==> config.mk <==
export PLATFORM = sky130hd
export DESIGN_NAME = weighted_round_robin_scheduler_flat
export DESIGN_NICKNAME = d
export VERILOG_FILES = /design/src/wrr_pkg.sv /design/src/wrr_ifs.sv /design/src/wrr_weight_ram.sv /design/src/wrr_gcd_unit.sv /design/src/weighted_round_robin_scheduler.sv /design/src/flat_wrapper.sv
export SDC_FILE = /design/constraint.sdc
export NUM_CORES = 2
export LEC_CHECK = 0
export CORE_MARGIN = 3
export CORE_UTILIZATION = 50
export CTS_CLUSTER_SIZE = 28
export DETAILED_ROUTE_END_ITERATION = 6
export DONT_BUFFER_PORTS = 1
export PLACE_DENSITY = 0.69
export RECOVER_POWER = 50
export SLEW_MARGIN = 10
export SYNTH_ARGS = -nofsm -noshare
export SYNTH_HDL_FRONTEND = slang
export SYNTH_HIERARCHICAL = 1
export SYNTH_SLANG_ARGS = --single-unit
==> constraint.sdc <==
create_clock -name clock -period 13.35 [get_ports clock]
set_input_delay 2.0025 -clock clock [delete_from_list [all_inputs] [get_ports clock]]
set_output_delay 2.0025 -clock clock [all_outputs]
set_load 0.02 [all_outputs]
==> src/wrr_pkg.sv <==
// ----------------------------------------------------------------------------
// wrr_pkg: shared types and constants
// Field widths, request codes and sequencer states of the weighted
// round-robin scheduler.
// ----------------------------------------------------------------------------
`default_nettype none

package wrr_pkg;

   localparam int TYPE_BITS  = 2;
   localparam int INDEX_BITS = 6;
   localparam int VALUE_BITS = 15;
   localparam int MASK_BITS  = 64;
   localparam int COUNT_BITS = 7;

   localparam logic [TYPE_BITS-1:0] REQ_SCHEDULE = 2'd0;
   localparam logic [TYPE_BITS-1:0] REQ_WRITE    = 2'd1;
   localparam logic [TYPE_BITS-1:0] REQ_UPDATE   = 2'd2;

   typedef enum logic [2:0] {
      ST_IDLE,
      ST_STEP,
      ST_CHECK,
      ST_UPD_RD,
      ST_UPD_USE,
      ST_UPD_GCD,
      ST_OUT
   } wrr_state_type;

endpackage

`default_nettype wire

==> src/wrr_ifs.sv <==
// ----------------------------------------------------------------------------
// wrr_ifs: channel interfaces
// Request, response and register-write channels, each valid/ready.
// ----------------------------------------------------------------------------
`default_nettype none

interface wrr_req_if;
   import wrr_pkg::*;
   logic                  valid;
   logic                  ready;
   logic [TYPE_BITS-1:0]  req_type;
   logic [INDEX_BITS-1:0] dest_index;
   logic [VALUE_BITS-1:0] weight_value;
   logic [MASK_BITS-1:0]  avail_mask;
   modport source (output valid, req_type, dest_index, weight_value, avail_mask,
                   input ready);
   modport sink   (input valid, req_type, dest_index, weight_value, avail_mask,
                   output ready);
endinterface

interface wrr_rsp_if;
   import wrr_pkg::*;
   logic                  valid;
   logic                  ready;
   logic                  found;
   logic [INDEX_BITS-1:0] chosen_index;
   modport source (output valid, found, chosen_index, input ready);
   modport sink   (input valid, found, chosen_index, output ready);
endinterface

interface wrr_csr_if;
   import wrr_pkg::*;
   logic                  valid;
   logic                  ready;
   logic [COUNT_BITS-1:0] dest_count;
   modport source (output valid, dest_count, input ready);
   modport sink   (input valid, dest_count, output ready);
endinterface

`default_nettype wire

==> src/wrr_weight_ram.sv <==
// ----------------------------------------------------------------------------
// wrr_weight_ram: weight table
// One write port, one registered read port; per-entry valid bits make
// never-written entries read as zero after reset.
// ----------------------------------------------------------------------------
`default_nettype none

module wrr_weight_ram #(
   parameter int DEPTH = 64,
   parameter int DW    = 15,
   parameter int AW    = (DEPTH > 1) ? $clog2(DEPTH) : 1
) (
   input  wire logic          clock,
   input  wire logic          reset,
   input  wire logic          wr_en,
   input  wire logic [AW-1:0] wr_addr,
   input  wire logic [DW-1:0] wr_data,
   input  wire logic [AW-1:0] rd_addr,
   output logic      [DW-1:0] rd_data
);

   logic [DW-1:0]    mem [DEPTH];
   logic [DEPTH-1:0] valid_ff;
   logic [DW-1:0]    rd_data_ff;

   always_ff @(posedge clock) begin
      if (reset) begin
         valid_ff <= '0;
      end else if (wr_en) begin
         valid_ff[wr_addr] <= 1'b1;
      end
   end

   always_ff @(posedge clock) begin
      if (wr_en) begin
         mem[wr_addr] <= wr_data;
      end
      rd_data_ff <= ((rd_addr < DEPTH) && valid_ff[rd_addr]) ? mem[rd_addr] : '0;
   end

   assign rd_data = rd_data_ff;

endmodule

`default_nettype wire

==> src/wrr_gcd_unit.sv <==
// ----------------------------------------------------------------------------
// wrr_gcd_unit: iterative gcd
// Binary gcd, one shift or one subtract per cycle; both operands nonzero.
// ----------------------------------------------------------------------------
`default_nettype none

module wrr_gcd_unit #(
   parameter int W = 15
) (
   input  wire logic         clock,
   input  wire logic         reset,
   input  wire logic         start,
   input  wire logic [W-1:0] a,
   input  wire logic [W-1:0] b,
   output logic              done,
   output logic      [W-1:0] result
);

   localparam int KW = $clog2(W + 1);

   logic [W-1:0]  a_ff, a_in;
   logic [W-1:0]  b_ff, b_in;
   logic [KW-1:0] k_ff, k_in;
   logic          busy_ff, busy_in;
   logic          done_ff, done_in;
   logic [W-1:0]  result_ff, result_in;

   always_comb begin
      a_in      = a_ff;
      b_in      = b_ff;
      k_in      = k_ff;
      busy_in   = busy_ff;
      done_in   = 1'b0;
      result_in = result_ff;
      if (start) begin
         a_in    = a;
         b_in    = b;
         k_in    = '0;
         busy_in = 1'b1;
      end else if (busy_ff) begin
         if ((a_ff == '0) || (b_ff == '0)) begin
            // one side is zero, the other holds the odd part
            result_in = (a_ff | b_ff) << k_ff;
            busy_in   = 1'b0;
            done_in   = 1'b1;
         end else if (!a_ff[0] && !b_ff[0]) begin
            a_in = a_ff >> 1;
            b_in = b_ff >> 1;
            k_in = k_ff + 1'b1;
         end else if (!a_ff[0]) begin
            a_in = a_ff >> 1;
         end else if (!b_ff[0]) begin
            b_in = b_ff >> 1;
         end else if (a_ff >= b_ff) begin
            a_in = a_ff - b_ff;
         end else begin
            b_in = b_ff - a_ff;
         end
      end
   end

   always_ff @(posedge clock) begin
      if (reset) begin
         busy_ff <= 1'b0;
         done_ff <= 1'b0;
      end else begin
         busy_ff <= busy_in;
         done_ff <= done_in;
      end
   end

   always_ff @(posedge clock) begin
      a_ff      <= a_in;
      b_ff      <= b_in;
      k_ff      <= k_in;
      result_ff <= result_in;
   end

   assign done   = done_ff;
   assign result = result_ff;

endmodule

`default_nettype wire

==> src/weighted_round_robin_scheduler.sv <==
// ----------------------------------------------------------------------------
// weighted_round_robin_scheduler: weighted round-robin destination picker
// Weight table, scan sequencer and a gcd unit used by updates.
// ----------------------------------------------------------------------------
// Usage:
//   req_bus  - one beat per item: schedule (uses avail_mask), write one weight
//              (dest_index, weight_value) or update (recompute max and gcd).
//   rsp_bus  - exactly one beat per item: found and chosen_index; both zero
//              for writes, updates, unknown codes and a failed schedule.
//   csr_bus  - writes dest_count; always ready; write only while idle.
// Sequence per item from the accept cycle on:
//   Write or unknown item: ST_OUT, which loads the response register.
//   Schedule: ST_STEP, then ST_CHECK (registered table read and compare), per
//   destination visited, then ST_OUT; an exit at a wrap skips the compare.
//   Walks may wrap the list several times as the current weight drops by the gcd.
//   Update: ST_UPD_RD and ST_UPD_USE per entry, plus a gcd unit run in
//   ST_UPD_GCD for each positive weight after the first, then ST_OUT.
//   req_bus.ready is high only when the sequencer is idle.
// Reset: weights read as zero, dest_count 0, position at head, current weight
//   0, max 0, gcd 1. No clearing pass.
// Stall: a response waits in the output register while the next item is
//   taken and worked; that item's result then waits until the register frees.
// ----------------------------------------------------------------------------
`default_nettype none

module weighted_round_robin_scheduler #(
   parameter int MAX_DESTS   = 64,
   parameter int WEIGHT_BITS = 15
) (
   input  wire logic  clock,
   input  wire logic  reset,
   wrr_req_if.sink    req_bus,
   wrr_rsp_if.source  rsp_bus,
   wrr_csr_if.sink    csr_bus
);

   import wrr_pkg::*;

   localparam int AW = (MAX_DESTS > 1) ? $clog2(MAX_DESTS) : 1;  // table address
   localparam int PW = $clog2(MAX_DESTS + 1);                      // 0..MAX_DESTS
   localparam int CW = WEIGHT_BITS + 2;                            // signed weight

   // state
   wrr_state_type           state_ff, state_in;
   logic [COUNT_BITS-1:0]   dest_count_ff, dest_count_in;
   logic [PW-1:0]           position_ff, position_in;
   logic signed [CW-1:0]    cw_ff, cw_in;
   logic [WEIGHT_BITS-1:0]  max_ff, max_in;
   logic [WEIGHT_BITS-1:0]  gcd_ff, gcd_in;

   // per-item working registers
   logic [MAX_DESTS-1:0]    mask_ff, mask_in;
   logic [PW-1:0]           start_ff, start_in;
   logic                    reload_ff, reload_in;
   logic [PW-1:0]           upd_idx_ff, upd_idx_in;
   logic [WEIGHT_BITS-1:0]  mw_ff, mw_in;
   logic [WEIGHT_BITS-1:0]  g_ff, g_in;
   logic                    res_found_ff, res_found_in;
   logic [INDEX_BITS-1:0]   res_index_ff, res_index_in;

   // response register
   logic                    rsp_valid_ff, rsp_valid_in;
   logic                    rsp_found_ff, rsp_found_in;
   logic [INDEX_BITS-1:0]   rsp_index_ff, rsp_index_in;

   // table and gcd unit hookup
   logic                    wr_en;
   logic [AW-1:0]           rd_addr;
   logic [WEIGHT_BITS-1:0]  rd_data;
   logic                    gcd_start;
   logic                    gcd_done;
   logic [WEIGHT_BITS-1:0]  gcd_result;

   logic                    req_accept;
   logic [COUNT_BITS-1:0]   cnt_clamp;
   logic [PW-1:0]           list_len;
   logic [PW-1:0]           pos_clamp;
   logic signed [CW-1:0]    di_s;
   logic signed [CW-1:0]    max_s;
   logic signed [CW-1:0]    mw_s;
   logic signed [CW-1:0]    weight_s;
   logic signed [CW-1:0]    cw_sub;

   assign req_bus.ready = (state_ff == ST_IDLE);
   assign csr_bus.ready = 1'b1;
   assign req_accept    = req_bus.valid && req_bus.ready;

   // list head: dest_count capped at the table depth
   assign cnt_clamp = (dest_count_ff > COUNT_BITS'(MAX_DESTS)) ?
                      COUNT_BITS'(MAX_DESTS) : dest_count_ff;
   assign list_len  = PW'(cnt_clamp);
   assign pos_clamp = (position_ff > list_len) ? list_len : position_ff;

   assign di_s     = signed'(CW'(gcd_ff));
   assign max_s    = signed'(CW'(max_ff));
   assign mw_s     = signed'(CW'(mw_ff));
   assign weight_s = signed'(CW'(rd_data));
   assign cw_sub   = cw_ff - di_s;

   assign wr_en = req_accept && (req_bus.req_type == REQ_WRITE) &&
                  ({1'b0, req_bus.dest_index} < (INDEX_BITS + 1)'(MAX_DESTS));

   wrr_weight_ram #(
      .DEPTH (MAX_DESTS),
      .DW    (WEIGHT_BITS),
      .AW    (AW)
   ) u_ram (
      .clock   (clock),
      .reset   (reset),
      .wr_en   (wr_en),
      .wr_addr (AW'(req_bus.dest_index)),
      .wr_data (WEIGHT_BITS'(req_bus.weight_value)),
      .rd_addr (rd_addr),
      .rd_data (rd_data)
   );

   wrr_gcd_unit #(
      .W (WEIGHT_BITS)
   ) u_gcd (
      .clock  (clock),
      .reset  (reset),
      .start  (gcd_start),
      .a      (g_ff),
      .b      (rd_data),
      .done   (gcd_done),
      .result (gcd_result)
   );

   always_comb begin
      state_in      = state_ff;
      dest_count_in = dest_count_ff;
      position_in   = position_ff;
      cw_in         = cw_ff;
      max_in        = max_ff;
      gcd_in        = gcd_ff;
      mask_in       = mask_ff;
      start_in      = start_ff;
      reload_in     = reload_ff;
      upd_idx_in    = upd_idx_ff;
      mw_in         = mw_ff;
      g_in          = g_ff;
      res_found_in  = res_found_ff;
      res_index_in  = res_index_ff;
      rsp_valid_in  = rsp_valid_ff && !rsp_bus.ready;
      rsp_found_in  = rsp_found_ff;
      rsp_index_in  = rsp_index_ff;
      rd_addr       = AW'(upd_idx_ff);
      gcd_start     = 1'b0;

      if (csr_bus.valid) begin
         dest_count_in = csr_bus.dest_count;
      end

      case (state_ff)
         ST_IDLE: begin
            if (req_accept) begin
               res_found_in = 1'b0;
               res_index_in = '0;
               case (req_bus.req_type)
                  REQ_SCHEDULE: begin
                     position_in = pos_clamp;   // stale position acts as head
                     start_in    = pos_clamp;
                     reload_in   = 1'b0;
                     mask_in     = MAX_DESTS'(req_bus.avail_mask);
                     state_in    = ST_STEP;
                  end
                  REQ_UPDATE: begin
                     upd_idx_in = '0;
                     mw_in      = '0;
                     g_in       = '0;
                     state_in   = ST_UPD_RD;
                  end
                  default: begin
                     // write lands in the table on this edge; unknown is a no-op
                     state_in = ST_OUT;
                  end
               endcase
            end
         end

         // advance one entry; wrap at the head lowers the current weight by the gcd or reloads it to max
         ST_STEP: begin
            state_in = ST_CHECK;
            if (position_ff == list_len) begin
               if (list_len == '0) begin
                  state_in = ST_OUT;
               end else begin
                  position_in = '0;
                  if (cw_sub[CW-1] || (cw_sub == '0)) begin
                     cw_in = max_s;
                     if (max_ff == '0) begin
                        position_in = list_len;   // all weights zero
                        state_in    = ST_OUT;
                     end else if (reload_ff) begin
                        state_in = ST_OUT;        // second reload: hopeless walk
                     end else begin
                        reload_in = 1'b1;
                     end
                  end else begin
                     cw_in = cw_sub;
                  end
               end
            end else begin
               position_in = position_ff + 1'b1;
            end
            rd_addr = AW'(position_in);
         end

         // table data for the entry now valid
         ST_CHECK: begin
            if ((position_ff != list_len) && mask_ff[AW'(position_ff)] &&
                (weight_s >= cw_ff)) begin
               res_found_in = 1'b1;
               res_index_in = INDEX_BITS'(position_ff);
               state_in     = ST_OUT;
            end else if ((position_ff == start_ff) && (cw_ff == di_s)) begin
               state_in = ST_OUT;   // full pass at the lowest weight
            end else begin
               state_in = ST_STEP;
            end
         end

         ST_UPD_RD: begin
            if (upd_idx_ff == list_len) begin
               position_in = list_len;
               max_in      = mw_ff;
               gcd_in      = (g_ff == '0) ? WEIGHT_BITS'(1) : g_ff;
               if (cw_ff > mw_s) begin
                  cw_in = '0;
               end
               state_in = ST_OUT;
            end else begin
               state_in = ST_UPD_USE;
            end
         end

         ST_UPD_USE: begin
            if (rd_data > mw_ff) begin
               mw_in = rd_data;
            end
            if (rd_data == '0) begin
               upd_idx_in = upd_idx_ff + 1'b1;
               state_in   = ST_UPD_RD;
            end else if (g_ff == '0) begin
               g_in       = rd_data;
               upd_idx_in = upd_idx_ff + 1'b1;
               state_in   = ST_UPD_RD;
            end else begin
               gcd_start = 1'b1;
               state_in  = ST_UPD_GCD;
            end
         end

         ST_UPD_GCD: begin
            if (gcd_done) begin
               g_in       = gcd_result;
               upd_idx_in = upd_idx_ff + 1'b1;
               state_in   = ST_UPD_RD;
            end
         end

         ST_OUT: begin
            if (!rsp_valid_ff || rsp_bus.ready) begin
               rsp_valid_in = 1'b1;
               rsp_found_in = res_found_ff;
               rsp_index_in = res_index_ff;
               state_in     = ST_IDLE;
            end
         end

         default: begin
            state_in = ST_IDLE;
         end
      endcase
   end

   always_ff @(posedge clock) begin
      if (reset) begin
         state_ff      <= ST_IDLE;
         dest_count_ff <= '0;
         position_ff   <= '0;
         cw_ff         <= '0;
         max_ff        <= '0;
         gcd_ff        <= WEIGHT_BITS'(1);
         rsp_valid_ff  <= 1'b0;
      end else begin
         state_ff      <= state_in;
         dest_count_ff <= dest_count_in;
         position_ff   <= position_in;
         cw_ff         <= cw_in;
         max_ff        <= max_in;
         gcd_ff        <= gcd_in;
         rsp_valid_ff  <= rsp_valid_in;
      end
   end

   always_ff @(posedge clock) begin
      mask_ff      <= mask_in;
      start_ff     <= start_in;
      reload_ff    <= reload_in;
      upd_idx_ff   <= upd_idx_in;
      mw_ff        <= mw_in;
      g_ff         <= g_in;
      res_found_ff <= res_found_in;
      res_index_ff <= res_index_in;
      rsp_found_ff <= rsp_found_in;
      rsp_index_ff <= rsp_index_in;
   end

   assign rsp_bus.valid        = rsp_valid_ff;
   assign rsp_bus.found        = rsp_found_ff;
   assign rsp_bus.chosen_index = rsp_index_ff;

endmodule

`default_nettype wire
==> src/flat_wrapper.sv <==
// flat-port wrapper written by rule: the top's interface ports become plain ports
module weighted_round_robin_scheduler_flat import wrr_pkg::*;
#(
   parameter int MAX_DESTS   = 64,
   parameter int WEIGHT_BITS = 15
)
  (clock, reset, req_bus_valid, req_bus_req_type, req_bus_dest_index, req_bus_weight_value, req_bus_avail_mask, req_bus_ready, rsp_bus_valid, rsp_bus_found, rsp_bus_chosen_index, rsp_bus_ready, csr_bus_valid, csr_bus_dest_count, csr_bus_ready);
  wrr_req_if req_bus_i ();
  wrr_rsp_if rsp_bus_i ();
  wrr_csr_if csr_bus_i ();
  input  wire logic clock;
  input  wire logic reset;
  input wire logic [$bits(req_bus_i.valid)-1:0] req_bus_valid;
  input wire logic [$bits(req_bus_i.req_type)-1:0] req_bus_req_type;
  input wire logic [$bits(req_bus_i.dest_index)-1:0] req_bus_dest_index;
  input wire logic [$bits(req_bus_i.weight_value)-1:0] req_bus_weight_value;
  input wire logic [$bits(req_bus_i.avail_mask)-1:0] req_bus_avail_mask;
  output wire logic [$bits(req_bus_i.ready)-1:0] req_bus_ready;
  output wire logic [$bits(rsp_bus_i.valid)-1:0] rsp_bus_valid;
  output wire logic [$bits(rsp_bus_i.found)-1:0] rsp_bus_found;
  output wire logic [$bits(rsp_bus_i.chosen_index)-1:0] rsp_bus_chosen_index;
  input wire logic [$bits(rsp_bus_i.ready)-1:0] rsp_bus_ready;
  input wire logic [$bits(csr_bus_i.valid)-1:0] csr_bus_valid;
  input wire logic [$bits(csr_bus_i.dest_count)-1:0] csr_bus_dest_count;
  output wire logic [$bits(csr_bus_i.ready)-1:0] csr_bus_ready;
  assign req_bus_i.valid = req_bus_valid;
  assign req_bus_i.req_type = req_bus_req_type;
  assign req_bus_i.dest_index = req_bus_dest_index;
  assign req_bus_i.weight_value = req_bus_weight_value;
  assign req_bus_i.avail_mask = req_bus_avail_mask;
  assign req_bus_ready = req_bus_i.ready;
  assign rsp_bus_valid = rsp_bus_i.valid;
  assign rsp_bus_found = rsp_bus_i.found;
  assign rsp_bus_chosen_index = rsp_bus_i.chosen_index;
  assign rsp_bus_i.ready = rsp_bus_ready;
  assign csr_bus_i.valid = csr_bus_valid;
  assign csr_bus_i.dest_count = csr_bus_dest_count;
  assign csr_bus_ready = csr_bus_i.ready;
  weighted_round_robin_scheduler #(.MAX_DESTS(MAX_DESTS), .WEIGHT_BITS(WEIGHT_BITS)) u_core (.clock(clock), .reset(reset), .req_bus(req_bus_i), .rsp_bus(rsp_bus_i), .csr_bus(csr_bus_i));
endmodule
==> flow_summary.ini <==
[routing]
vias = 31206
dr.pass1.iters = 5
drcViolationCount = 0
ant_nets = 0
drt-initial-drc-count = 3567
wl_mm = 136
wire_per_inst_um = 27.4
vias_per_cell = 6.28

[clock_tree]
path_clk_slew_ns = 0.06
cts-root-buf = clkbuf_16
clk_latency_ns = 0.76
postCtsSetupRepairBufs = 0
clkSinkCount = 1278
cts_max_path_buffers = 3
cts_resized = 0
cts-buffers-inserted = 133
h-tree-depth = 4
cts_tree = yes
ctsHoldBuffers = 0

[global_route]
grt.overflow.total = 0
antenna_found_initial = 5
grt_max_degree = 113
grt_pass1_wl_mm = 203
first_global_vias = 30762
grt_use_total = 0.243

[yosys]
ys_top_cells_by_count = 1128 x edfxtp_1, 361 x nor2_1, 276 x mux4_2, 171 x a21oi_1, 150 x dfxtp_1
synth.area.top_cells = edfxtp_1 62%, mux4_2 11%, dfxtp_1 5.5%
synth-seq-area-share = 0.677
synth_top_area_share = 0.622
ys_types = 88
synth_nets = 3625
syn_inst = 3407
synthFlopType = edfxtp_1
ys_seq_elements = 1278
avgSynthCellArea_um2 = 16.0
async_reset_ff_frac = 0
yosys.area.top_type = edfxtp_1
synth_edf_count = 1128
synth.most_common_cell = edfxtp_1
yosys_warnings = 6
synth_area_um2 = 54500

[outcome]
violations = max-capacitance violations, max-slew violations
status = complete, but fails checks

[finish]
syn_to_final_growth_pct = 11.2
post-route-util = 0.563
fin_cells = 4967
drive_above_1_share = 0.173
final_area_um2 = 60600
fill_cells = 8194
nets = 3668

[sta]
slew_violations = 203
setup_viol = 0
fin_crit_sh = 0.556
rsz0062_at_grt = no
slew_headroom = -1.56
finalClockSkew_ns = 0.0631
max_freq_ghz = 0.135
tns_ns = 0
hold_viol = 0
period_needed_ns = 7.42
tightest_slew_ns = 3.83

[critical_path]
reg2reg_depth = 20
r2r_start = u_core/cw_ff[0]$_SDFFE_PP0P_
path_max_fanout = 69
cp.arrival_ns = 8.01
rrSetupSlack_ns = 5.93
endpoint_kind = flip-flop
path_class = flip-flop to flip-flop
start_kind = flip-flop
r2r_end = u_core/u_ram/rd_data[5]$_SDFF_PN0_
cp.required_ns = 13.95

[hold_path]
hold_path_end = u_core/rsp_bus.chosen_index[2]$_DFFE_PP_
hold_path.startpoint = u_core/res_index_ff[2]$_SDFFCE_PN0P_
hold_path_class = flip-flop to flip-flop
hold_depth = 0

[place]
place_congestion = 0.906
dp_hpwl_mm = 83.2
port_buffers = 0
placed_cells = 4718
dpl_cell_area_um2 = 56200

[floorplan]
design.die.area_um2 = 113000
die_w_um = 336
core-area_um2 = 108000
pin_count = 109
start_util = 0.506
die_h_um = 336
rows = 120

[power]
power.leakage_nw = 20.0
powerDensity_nw_per_um2 = 211
peakVddDrop_v = 0.000183
power.total_mw = 12.8

[job]
drv_cap = 4
==> cell type report <==
cell class / instances / area, µm² / area share
Clock buffer: 163 / 3490 / 0.0577
Sequential cell: 1278 / 36900 / 0.609
Multi-Input combinational cell: 1811 / 16200 / 0.268
Tap cell: 1403 / 1760 / 0.0290
Clock inverter: 85 / 968 / 0.0160
Timing Repair Buffer: 102 / 769 / 0.0127
Inverter: 124 / 465 / 0.00768
Antenna cell: 1 / 2.50 / 0.0000413
==> layout by cell type (no fill, tap or decap), types with 16 or more instances in the layout <==
cell type,instances
edfxtp_1,1128
nor2_1,353
mux4_2,276
a21oi_1,171
dfxtp_1,150
clkbuf_16,135
inv_1,121
a22oi_1,121
ha_1,116
buf_4,90
nand2_1,86
mux2i_1,69
o21ai_0,59
xnor2_1,39
nor3_1,37
clkbuf_1,36
nor4_1,35
clkinv_1,29
nand3_1,29
o21a_1,27
clkinv_2,23
nand4_1,23
nor2b_1,22
a21o_1,20
nand2b_1,20
a31oi_1,18
o31ai_1,16
==> cell families after synthesis <==
family / synth area share
muxes: 0.130
other: 0.0000688
AOI/OAI and AO/OA: 0.0705
xor gates and xnor gates: 0.00756
and+or+nand+nor: 0.0612
DFF: 0.677
buffers and inverters: 0.0262
adders and majority gates: 0.0277
==> report_power, final <==
group	internal [mW]	total [mW]	leakage (nW)	switching, mW
registers	4.59	4.82	11.4	0.237
logic	1.75	4.24	6.44	2.49
clock network	2.14	3.72	2.15	1.59
==> critical path, stage by stage (launching register included) <==
cell,delay (ns)
dfxtp_1,0.36
inv_1,0.10
ha_1,0.21
fa_1,0.40
nand2b_1,0.18
a21oi_1,0.34
nor2_1,0.11
xnor2_1,0.16
nor4_1,0.42
o2111ai_1,0.27
o21ai_2,0.62
nand4_1,0.23
o211ai_1,0.22
buf_12,0.50
buf_4,0.71
buf_4,0.60
mux4_2,0.58
nand2_1,0.13
o311ai_1,0.14
o221ai_2,0.66
a21oi_1,0.20
==> worst max path at each step <==
stage | startpoint | to | slack [ns] | cells past startpoint
6_report | u_core/cw_ff[0]$_SDFFE_PP0P_ | u_core/u_ram/rd_data[5]$_SDFF_PN0_ | 5.93 | 20
5_1_grt | u_core/cw_ff[0]$_SDFFE_PP0P_ | u_core/u_ram/rd_data[3]$_SDFF_PN0_ | 5.35 | 20
4_1_cts | u_core/cw_ff[0]$_SDFFE_PP0P_ | u_core/u_ram/rd_data[5]$_SDFF_PN0_ | 5.93 | 20
3_5_place_dp | u_core/cw_ff[0]$_SDFFE_PP0P_ | u_core/u_ram/rd_data[3]$_SDFF_PN0_ | 6.02 | 20
3_3_place_gp | u_core/cw_ff[0]$_SDFFE_PP0P_ | u_core/u_ram/rd_data[10]$_SDFF_PN0_ | 6.08 | 20
2_1_floorplan | req_bus_req_type[1] | u_core/mask_ff[0]$_DFFE_PP_ | 7.65 | 2
==> per-stage QoR <==
| stage | setup WS [ns] | hold WS, ns |
|---|---|---|
| final | 5.93 | 0.424 |
| after detailed placement | 6.02 | 0.407 |
| after floorplan | 7.65 | 0.400 |
| after global routing | 5.35 | 0.432 |
| after CTS | 5.93 | 0.425 |
| after global placement | 6.08 | 0.405 |
==> registers in the layout, summed over array words and instances, names as in the netlist, 7 cells and up <==
| signal | count |
|---|---|
| u_core/gcd_ff | 15 |
| u_core/position_ff | 7 |
| u_core/mask_ff | 64 |
| u_core/mw_ff | 15 |
| u_core/dest_count_ff | 7 |
| u_core/upd_idx_ff | 7 |
| u_core/cw_ff | 17 |
| u_core/max_ff | 15 |
| u_core/u_gcd/result | 15 |
| u_core/u_gcd/a_ff | 15 |
| u_core/u_ram/rd_data | 15 |
| u_core/g_ff | 15 |
| u_core/start_ff | 7 |
| u_core/u_gcd/b_ff | 15 |
| u_core/u_ram/mem | 960 |
| u_core/u_ram/valid_ff | 64 |
==> routing by layer <==
layer | part of all wire | vias up | GRT usage
li1 | - | 13488 | -
met4 | 0.031 | 0 | 0.0856
met3 | 0.089 | 235 | 0.0486
met5 | 0 | - | 0
met2 | 0.48 | 1427 | 0.382
met1 | 0.40 | 16056 | 0.340
Note: power is estimated with default switching activity, not from simulation.
